### src/hw/rtl/cbpf_pkg.sv
// Package for the classic BPF filter engine: widths, function codes,
// instruction field codes and the queue entry type. No dependencies.
package cbpf_pkg;
   localparam int ProgDepth    = 4096;
   localparam int ProgAw       = $clog2(ProgDepth);
   localparam int LenW         = 13;
   localparam int ScratchWords = 16;
   localparam int RecordBytes  = 64;
   localparam int RecWords     = RecordBytes / 4;

   localparam logic [1:0] FUNC_LOAD_SLOT = 2'd0;
   localparam logic [1:0] FUNC_LOAD_WORD = 2'd1;
   localparam logic [1:0] FUNC_RUN       = 2'd2;

   localparam logic [2:0] CLS_LD   = 3'h0;
   localparam logic [2:0] CLS_LDX  = 3'h1;
   localparam logic [2:0] CLS_ST   = 3'h2;
   localparam logic [2:0] CLS_STX  = 3'h3;
   localparam logic [2:0] CLS_ALU  = 3'h4;
   localparam logic [2:0] CLS_JMP  = 3'h5;
   localparam logic [2:0] CLS_RET  = 3'h6;
   localparam logic [2:0] CLS_MISC = 3'h7;

   localparam logic [2:0] MODE_IMM = 3'h0;
   localparam logic [2:0] MODE_ABS = 3'h1;
   localparam logic [2:0] MODE_IND = 3'h2;
   localparam logic [2:0] MODE_MEM = 3'h3;
   localparam logic [2:0] MODE_LEN = 3'h4;
   localparam logic [2:0] MODE_MSH = 3'h5;

   localparam logic [3:0] ALU_ADD = 4'h0;
   localparam logic [3:0] ALU_SUB = 4'h1;
   localparam logic [3:0] ALU_MUL = 4'h2;
   localparam logic [3:0] ALU_DIV = 4'h3;
   localparam logic [3:0] ALU_OR  = 4'h4;
   localparam logic [3:0] ALU_AND = 4'h5;
   localparam logic [3:0] ALU_LSH = 4'h6;
   localparam logic [3:0] ALU_RSH = 4'h7;
   localparam logic [3:0] ALU_NEG = 4'h8;
   localparam logic [3:0] ALU_MOD = 4'h9;
   localparam logic [3:0] ALU_XOR = 4'ha;

   localparam logic [3:0] JMP_JA   = 4'h0;
   localparam logic [3:0] JMP_JEQ  = 4'h1;
   localparam logic [3:0] JMP_JGT  = 4'h2;
   localparam logic [3:0] JMP_JGE  = 4'h3;
   localparam logic [3:0] JMP_JSET = 4'h4;

   localparam logic [1:0] SIZE_W = 2'h0;
   localparam logic [1:0] SIZE_H = 2'h1;
   localparam logic [1:0] SIZE_B = 2'h2;

   localparam logic [4:0] MISC_TAX = 5'h00;
   localparam logic [4:0] MISC_TXA = 5'h10;

   typedef struct packed {
      logic [1:0]  func;
      logic [11:0] entry_index;
      logic [63:0] slot;
      logic [31:0] data_word;
   } cmd_type;
endpackage

### src/hw/rtl/cbpf_front.sv
// Front end: accepts request transfers, drops unused codes and out-of-range
// indexes, and pushes commands into a two-entry queue. Depends on cbpf_pkg.
module cbpf_front (
   input  logic             clock,
   input  logic             reset,
   input  logic             req_valid,
   output logic             req_ready,
   input  logic [1:0]       req_func,
   input  logic [11:0]      req_entry_index,
   input  logic [15:0]      req_op_code,
   input  logic [7:0]       req_jump_true,
   input  logic [7:0]       req_jump_false,
   input  logic [31:0]      req_immediate,
   input  logic [31:0]      req_data_word,
   output logic             cmd_valid,
   input  logic             cmd_ready,
   output cbpf_pkg::cmd_type cmd_data
);
   import cbpf_pkg::*;

   cmd_type    q_ff [2];
   cmd_type    new_cmd;
   logic [1:0] cnt_ff, cnt_in;
   logic       rd_ptr_ff, rd_ptr_in, wr_ptr_ff, wr_ptr_in;
   logic       keep, push, pop;

   assign req_ready = (cnt_ff != 2'd2);
   assign new_cmd.func = req_func;
   assign new_cmd.entry_index = req_entry_index;
   assign new_cmd.slot = {req_immediate, req_jump_false, req_jump_true, req_op_code};
   assign new_cmd.data_word = req_data_word;

   always_comb begin
      case (req_func)
         FUNC_LOAD_SLOT: keep = 1'b1;
         FUNC_LOAD_WORD: keep = (req_entry_index < 12'(RecWords));
         FUNC_RUN:       keep = 1'b1;
         default:        keep = 1'b0;
      endcase
   end

   assign push = req_valid && req_ready && keep;
   assign pop = cmd_valid && cmd_ready;
   assign cmd_valid = (cnt_ff != 2'd0);
   assign cmd_data = q_ff[rd_ptr_ff];
   assign cnt_in = cnt_ff + {1'b0, push} - {1'b0, pop};
   assign rd_ptr_in = rd_ptr_ff ^ pop;
   assign wr_ptr_in = wr_ptr_ff ^ push;

   always_ff @(posedge clock) begin
      if (reset) begin
         cnt_ff <= '0;
         rd_ptr_ff <= 1'b0;
         wr_ptr_ff <= 1'b0;
      end else begin
         cnt_ff <= cnt_in;
         rd_ptr_ff <= rd_ptr_in;
         wr_ptr_ff <= wr_ptr_in;
      end
   end

   always_ff @(posedge clock) begin
      if (push) begin
         q_ff[wr_ptr_ff] <= new_cmd;
      end
   end

   a_no_overflow: assert property (@(posedge clock) disable iff (reset)
      cnt_ff <= 2'd2) else $error("queue count out of range");
   a_push_full: assert property (@(posedge clock) disable iff (reset)
      cnt_ff == 2'd2 |-> !push) else $error("push into full queue");
   a_pop_empty: assert property (@(posedge clock) disable iff (reset)
      cnt_ff == 2'd0 |-> !pop) else $error("pop from empty queue");
endmodule

### config.mk
export PLATFORM = sky130hd
export DESIGN_NAME = cbpf_front
export DESIGN_NICKNAME = d
export VERILOG_FILES = /design/src/hw/rtl/cbpf_pkg.sv /design/src/hw/rtl/cbpf_front.sv
export SDC_FILE = /design/constraint.sdc
export NUM_CORES = 1
export LEC_CHECK = 0
export BUFFER_PORTS_ARGS = -buffer_cell sky130_fd_sc_hd__buf_4
export CAP_MARGIN = 20
export CORE_MARGIN = 5
export CORE_UTILIZATION = 40
export DETAILED_ROUTE_END_ITERATION = 8
export PLACE_DENSITY_LB_ADDON = 0.08
export SYNTH_ARGS = -nofsm -noshare
export SYNTH_HDL_FRONTEND = slang
export SYNTH_SLANG_ARGS = --single-unit
### constraint.sdc
create_clock -name clock -period 7.7 [get_ports clock]
set_clock_uncertainty 0.15 [all_clocks]
set_input_delay 1.54 -clock clock [delete_from_list [all_inputs] [get_ports clock]]
set_output_delay 1.54 -clock clock [all_outputs]
set_load 0.01 [all_outputs]
# Word level (Yosys, flattened, before mapping)
# Memory sizes are Yosys's and may differ from the RTL's. A register that Yosys moved wholly into a read port is not among the register bits.
# Index checks and enable logic that the tools add are counted.
dict set report classes {
  add_sub_neg 2
  n_mul 0
  div_mod_pow 0
  n_lt_le_gt_ge 1
  n_eq_ne 3
  n_shift 0
  muxes 4
  n_bitwise 2
  reduce_logical 6
}
# operator n
set op_table {}
lappend op_table {{< comparator 12 x 5 -> 1 bit (second input constant)} 1}
lappend op_table {{logical AND 1 bit} 3}
lappend op_table {{2-to-1 mux 1 bit} 3}
lappend op_table {{adder 2 x 1 -> 2 bit} 1}
lappend op_table {{equality test 2 x 1 -> 1 bit (second input constant)} 1}
lappend op_table {{equality test 2 bit (second input constant)} 1}
lappend op_table {{logical NOT 2 bit} 1}
lappend op_table {{!= test 2 bit (second input constant)} 1}
lappend op_table {{one-hot mux 1 bit (2 select lines)} 1}
lappend op_table {{nonzero test 2 bit} 1}
lappend op_table {{OR reduction 2 bit} 1}
lappend op_table {{subtractor 2 x 1 -> 2 bit} 1}
lappend op_table {{XOR 1 bit} 2}
dict set report word_totals {
  reg_bits 4
  latch_bits 0
  mem_bits_rw 220
  romBits 0
  output_inout_bits 112
  elab_cells 22
  mem_count 1
}
# name words word_bits read_ports rd_clocked_by_memory_dff wr line
set memory_table {}
lappend memory_table {q_ff 2 110 1 1 1 cbpf_front.sv:21} ;# cmd_type q_ff [2];

# Longest topological paths before layout
# Gate-level depths: netlist (run 1).
dict set report logic_depth {
  ltp_word 6
  mapped_depth 9
  depth_no_buf 9
}

# Worst setup path after synthesis (run 1)
# No wires, ideal clock.
dict set report synth_timing {
  kind {in2reg}
  startpoint {input req_entry_index[8]}
  endpoint {memory q_ff[1][0] in the netlist's numbering (enable)}
  t_arrival_ns 4.725
  required_time_ns 7.068
  slack_ns 2.343
  stages 4
  path_buffers 0
  cell_sequence {nor4_1 -> nand3_1 -> a21oi_1 -> ha_1}
}
dict set report synth_via {
  elab_chain_cells 5
}
# element line
set synth_rtl {}
lappend synth_rtl {{from (decl)} cbpf_front.sv:9} ;# input logic [11:0] req_entry_index,
lappend synth_rtl {{< comparator 12 x 5 -> 1 bit} cbpf_front.sv:36} ;# FUNC_LOAD_WORD: keep = (req_entry_index < 12'(RecWords));
lappend synth_rtl {{one-hot mux 1 bit (2 select lines)} cbpf_front.sv:34} ;# case (req_func)
lappend synth_rtl {{logical AND 1 bit} cbpf_front.sv:42} ;# assign push = req_valid && req_ready && keep;
lappend synth_rtl {{2-to-1 mux 1 bit} cbpf_front.sv:63} ;# if (push) begin
lappend synth_rtl {{2-to-1 mux 1 bit (implied by the code)} cbpf_front.sv:64} ;# q_ff[wr_ptr_ff] <= new_cmd;
lappend synth_rtl {{to (decl)} cbpf_front.sv:21}
# No other way between the ends.

==> results of run 1 <==
==> cells in the final DEF, fill, tap and decap left out <==
master	Yosys	routed
nor2b_1	1	1
ha_1	4	2
nor4_1	1	1
bufinv_16	0	2
edfxtp_1	220	220
clkbuf_1	0	6
a21o_1	1	1
ha_4	0	2
nor3_1	2	2
or2_2	1	1
a21oi_1	1	1
dfxtp_4	0	1
xnor2_1	1	1
nand2b_1	1	1
xor2_1	1	1
dfxtp_1	4	3
o21a_1	1	1
clkinv_2	0	2
buf_4	0	228
inv_1	2	2
nand2_1	1	1
clkbuf_16	0	25
nand3_1	1	1
nor2_1	4	4
clkinv_1	0	9
mux2_2	110	110
and2_1	1	1
==> routing by layer <==
layer,routed length (um),part of all wire
met1,6719,0.40
met2,8219,0.49
met3,1571,0.093
met4,337,0.020
met5,20,0.0012
==> how the worst min path moves through the flow <==
| stage | startpoint | end | slack, ns | cells past startpoint |
|---|---|---|---|---|
| final | cnt_ff[1] | cnt_ff[1] | 0.39 | 2 |
| after global routing | cnt_ff[1] | cnt_ff[1] | 0.47 | 2 |
| after floorplan | cnt_ff[1] | cnt_ff[1] | 0.35 | 2 |
| after CTS | cnt_ff[1] | cnt_ff[1] | 0.40 | 2 |
| after global placement | cnt_ff[1] | cnt_ff[1] | 0.38 | 2 |
| after detailed placement | cnt_ff[1] | cnt_ff[1] | 0.38 | 2 |
==> sequential cells by signal, indices dropped and copies added (netlist names) <==
name,cells
rd_ptr_ff,1
wr_ptr_ff,1
q_ff,220
cnt_ff,2
==> final cells by class <==
class	count	area, sq um
Multi-Input combinational cell	132	1416
Inverter	2	7.507
Timing Repair Buffer	228	1712
Clock inverter	13	103.9
Fill cell	1634	9319
Tap cell	270	337.8
Clock buffer	31	648.1
Sequential cell	224	6690
==> worst max-delay path, delay by kind of cell, from the launching register on <==
family   cells  cell delay, ns
flops        1            0.77
mux          1            0.43
buf+inv      2            0.92
==> logic make-up after synthesis <==
family                   synth area share
flip-flops                         0.8146
multiplexers                       0.1509
adder cells (fa/ha/maj)          0.006098
buffers and inverters             0.01585
AND/OR/NAND/NOR                  0.007928
AO/OA/AOI/OAI                    0.002439
XOR/XNOR                         0.002135
==> power by group <==
| part | total, mW | leakage [nW] | switching, mW | internal, mW |
|---|---|---|---|---|
| clock | 1.08 | 0.365 | 0.426 | 0.656 |
| sequential | 1.52 | 2.05 | 0.0629 | 1.46 |
| combinational | 0.830 | 1.58 | 0.370 | 0.460 |
==> cell usage after synthesis (all sizes together) <==
| master | instances |
|---|---|
| a21o | 1 |
| a21oi | 1 |
| and2 | 1 |
| buf | 12 |
| dfxtp | 4 |
| edfxtp | 220 |
| ha | 4 |
| inv | 2 |
| mux2 | 110 |
| nand2 | 1 |
| nand2b | 1 |
| nand3 | 1 |
| nor2 | 4 |
| nor2b | 1 |
| nor3 | 2 |
| nor4 | 1 |
| o21a | 1 |
| or2 | 1 |
| xnor2 | 1 |
| xor2 | 1 |
==> impl_metrics.ini, run 1 <==
[status]
outcome = completed

[route]
drtIter0Drc = 183
avgRoutedWirePerCell_um = 18.74
via_per_inst = 4.669
vias = 4202
antenna_left = 0
wl_mm = 16.87
drt-pass1-iter-count = 4
drc = 0

[die]
dieArea_sq_mm = 0.02348
num_io_pins = 226
coreArea_sq_mm = 0.02023
die_h_um = 153.2
initial_utilization = 0.4056
num_rows = 52
die_w_um = 153.2

[clock_network]
ctsHoldBuffers = 0
root_buffer = clkbuf_16
cts_buffer_depth = 3
insertion_delay_ns = 0.49
cts_tree = done
postCtsSetupBuffers = 0
cts_sinks = 224
cts_made_buffers = 24
cts_resized = 0
h-tree-depth = 1
clk_pin_slew_ns = 0.06

[synth]
syn_nets = 488
yosysUniqueCellTypes = 21
yosys_warnings = 0
synthCells = 370
synthDominantCellAreaShare = 0.8049
yosys_register_bits = 224
syn-cell-area_sq_mm = 0.008208
syn_avg_cell_area_sq_um = 22.18
synth.area.top_cells = edfxtp_1, mux2_2, buf_6
ys_seq_area_frac = 0.8146
yosysTopAreaCell = edfxtp_1

[finish]
final_nets = 730
antenna_cells = 0
post-route-util = 0.5395
final_design_area_no_fill_sq_mm = 0.01092
drive_gt1_frac = 0.5889
final_cells = 900
syn_to_final_growth_pct = 32.99

[sta]
rsz0062_at_grt = false
tightest_slew_ns = 0.9092
final-setup-viol-count = 0
slew_viol_final = 0
finalWorstSetupSlack_ns = 3.301
tns_ns = 0
hold_ws_ns = 0.3930
clock.fmax_mhz = 227.3
slew_headroom = 0.3939
fin_crit_sh = 0.5713
hold_violations = 0
min_period_ns = 4.399

[placed_design]
port_buffers = 225
place.gp.congestion = 0.7312
dpl.hpwl_mm = 11.14
place_area_sq_mm = 0.01016
place_ws_ns = 2.958
place_inst = 856

[critical_path]
r2r-end = q_ff[1][27]
rrSetupSlack_ns = 4.68
rr_worst_depth = 5
crit_end = cmd_data[34]
path_cells = buf_4, mux2_2, buf_4
crit_fanout = 63
r2r_start = cnt_ff[0]
critPathRequiredTime_ns = 6.01
slowest_stage = dfxtp_4
endpoint_kind = output port
cp_slowest_stage_delay_ns = 0.77
cp_common_cell = buf_4
crit_start = rd_ptr_ff
path_class = reg2out
cp.arrival_ns = 2.71
cp-start-kind = register

[global_routing]
met3_usage = 0.05457
top_usage_layer = met2
track_usage = 0.1371
grt_max_degree = 64
grt_pass1_vias = 4506
antenna_found_initial = 1
grt_first_pass_wirelength_mm = 25.31
gr-total-overflow = 0
met1_usage = 0.1741
use_met2 = 0.2224

[power]
leakage_nw = 3.994
powerDensity_mw_per_mm2 = 314.6
total_power_mw = 3.434
peakVddDrop_v = 0.0001604

[job]
maxCapViolCount = 0

[hold_path]
holdCritPathClass = reg2reg
Power figures use the tool's default switching activity.
==> run 2, diff against run 1 <==
ABC_AREA = 1   (was default)
clock period = 4.2 ns   (was 7.7 ns; I/O delays follow)
==> run 2 against run 1 <==
- area after synthesis grew 0.44%
- via count grew 23%
- first-iteration DRC count up 32%
- combinational power up 88%
- sequential share of layout area decreased by 0.58 points
- power increased by 83%
- final area increased by 0.96%
- final cell count is 27% higher
==> impl_metrics.ini, run 2 <==
[route]
drc = 0
vias = 5170
antenna_left = 0
wl_mm = 18.17
wl_met3_mm = 1.588
wl_met1_mm = 7.130
drtIter0Drc = 242
via_per_inst = 4.539
dr_wl_met2_mm = 9.116
topRoutingLayerUsed = met4
avgRoutedWirePerCell_um = 15.95
drt-pass1-iter-count = 4

[finish]
final_nets = 971
reg.largest.list = q_ff x220, cnt_ff x2
largest-register = q_ff
layout_common_cells = nand2_1, buf_4, edfxtp_1, clkbuf_16, nor2_1
final_common_cell = nand2_1
antenna_cells = 0
fillers = 1737
final_cells = 1139
drive_gt1_frac = 0.3130
syn_to_final_growth_pct = 33.68
largest_reg_flops = 220

[clock_network]
cts_made_buffers = 24
cts_resized = 0
cts_tree = done
cts_sinks = 224
ctsHoldBuffers = 0
root_buffer = clkbuf_16
clk_pin_slew_ns = 0.06
postCtsSetupBuffers = 0
insertion_delay_ns = 0.49
h-tree-depth = 1
cts_buffer_depth = 3

[synth]
ys.flop_type = edfxtp_1
yosys_register_bits = 224
yosysTopAreaCell = edfxtp_1
ys_seq_area_frac = 0.8110
yosysMostFrequentCell = nand2_1
synthCells = 619
synth.area.top_cells = edfxtp_1, nand2_1, buf_2
syn_avg_cell_area_sq_um = 13.32
synthArstFlopShare = 0
syn_nets = 737
yosysUniqueCellTypes = 12
syn-cell-area_sq_mm = 0.008244
synth_edf_count = 220
synth_common_cells = nand2_1, edfxtp_1, buf_2
yosys_warnings = 0
synthDominantCellAreaShare = 0.8013

[sta]
hold_ws_ns = 0.3701
tns_ns = 0
clock.fmax_mhz = 299.6
final-setup-viol-count = 0
hold_violations = 0
slew_viol_final = 0
slew_headroom = 0.4002
fin_crit_sh = 0.7946
tightest_slew_ns = 0.8997
rsz0062_at_grt = false
min_period_ns = 3.337

[power]
leakage_nw = 4.631
total_power_mw = 6.285
peakVddDrop_v = 0.0003844
powerDensity_mw_per_mm2 = 570.3

[placed_design]
port_buffers = 225
place.gp.congestion = 0.7291
place_inst = 1097
dpl.hpwl_mm = 11.98

[critical_path]
endpoint_kind = output port
crit_fanout = 32
cp-start-kind = register
critPathRequiredTime_ns = 3.21
path_class = reg2out
r2r_start = cnt_ff[0]
cp.arrival_ns = 2.35
rr_worst_depth = 6
crit_start = rd_ptr_ff

[hold_path]
holdCritPathClass = in2reg
whs_path_depth = 1
hp-start = req_jump_false[6]

[global_routing]
gr-total-overflow = 0
grt_first_pass_wirelength_mm = 28.03
grt_max_degree = 82
antenna_found_initial = 0
track_usage = 0.1481
grt_pass1_vias = 5465

[die]
initial_utilization = 0.4074
coreArea_sq_mm = 0.02023
dieArea_sq_mm = 0.02358
num_rows = 52
num_io_pins = 226
die_h_um = 153.6
die_w_um = 153.6

[job]
maxCapViolCount = 0

[status]
outcome = completed
[run 2: changes by cell type in the layout (fill, tap and decap cells not counted), moves of 3 or more]
cell      delta
inv_1        +6
mux2_2     -110
inv_2        +3
nand2_1    +340
clkinv_2     +5
clkinv_1     -5
buf_12       +3
nor2_1       +6
[run 2: per-layer routing]
layer | vias to the layer above | GRT usage
met5 | - | 0
met3 | 23 | 0.05818
met2 | 159 | 0.2620
met1 | 2443 | 0.1711
li1 | 2545 | -
met4 | 0 | 0.03238
[run 2: layout make-up]
class,instances,area [sq um],area share
Tap cell,270,337.8,0.03065
Multi-Input combinational cell,359,1418,0.1286
Sequential cell,224,6690,0.6071
Timing Repair Buffer,232,1779,0.1614
Inverter,12,46.29,0.004201
Clock buffer,30,644.4,0.05847
Clock inverter,12,105.1,0.009537
[run 2: through the flow]
stage | setup WS, ns | utilization | cell area (sq um)
final | 0.8627 | 0.5446 | 11020
after global routing | 0.6991 | 0.5446 | 11020
after CTS | 0.7666 | 0.5446 | 11020
after detailed placement | 1.035 | 0.5076 | 10270
after global placement | 1.097 | 0.5076 | 10270
after floorplan | -0.3229 | - | 8244
[run 2: path summary, 6_finish.rpt]
path / endpoint / slack [ns]
worst max register to register: q_ff[1][33] / 1.87
worst min-delay path: q_ff[1][62] / 0.37
worst max-delay path: cmd_data[77] / 0.86
worst min register to register: cnt_ff[1] / 0.37
[run 2: power by group]
| group | internal [mW] | switching, mW |
|---|---|---|
| combinational | 0.668 | 0.896 |
| clock | 1.20 | 0.778 |
| sequential | 2.67 | 0.0724 |
[run 2: cells by family (layout without fill, tap and decap cells)]
group | after synthesis | in the layout | synth area share
flops | 224 | 224 | 0.8110
compound gates | 2 | 2 | 0.001213
xor+xnor | 1 | 1 | 0.001063
simple gates | 352 | 352 | 0.1606
buf+inv | 36 | 286 | 0.02003
fa+ha+maj | 4 | 4 | 0.006071
[run 2: critical path: stages (launching register included)]
cell	delay, ns
dfxtp_4	0.58
clkinv_2	0.50
buf_4	0.43
nand2_1	0.12
nand2_1	0.05
buf_4	0.15
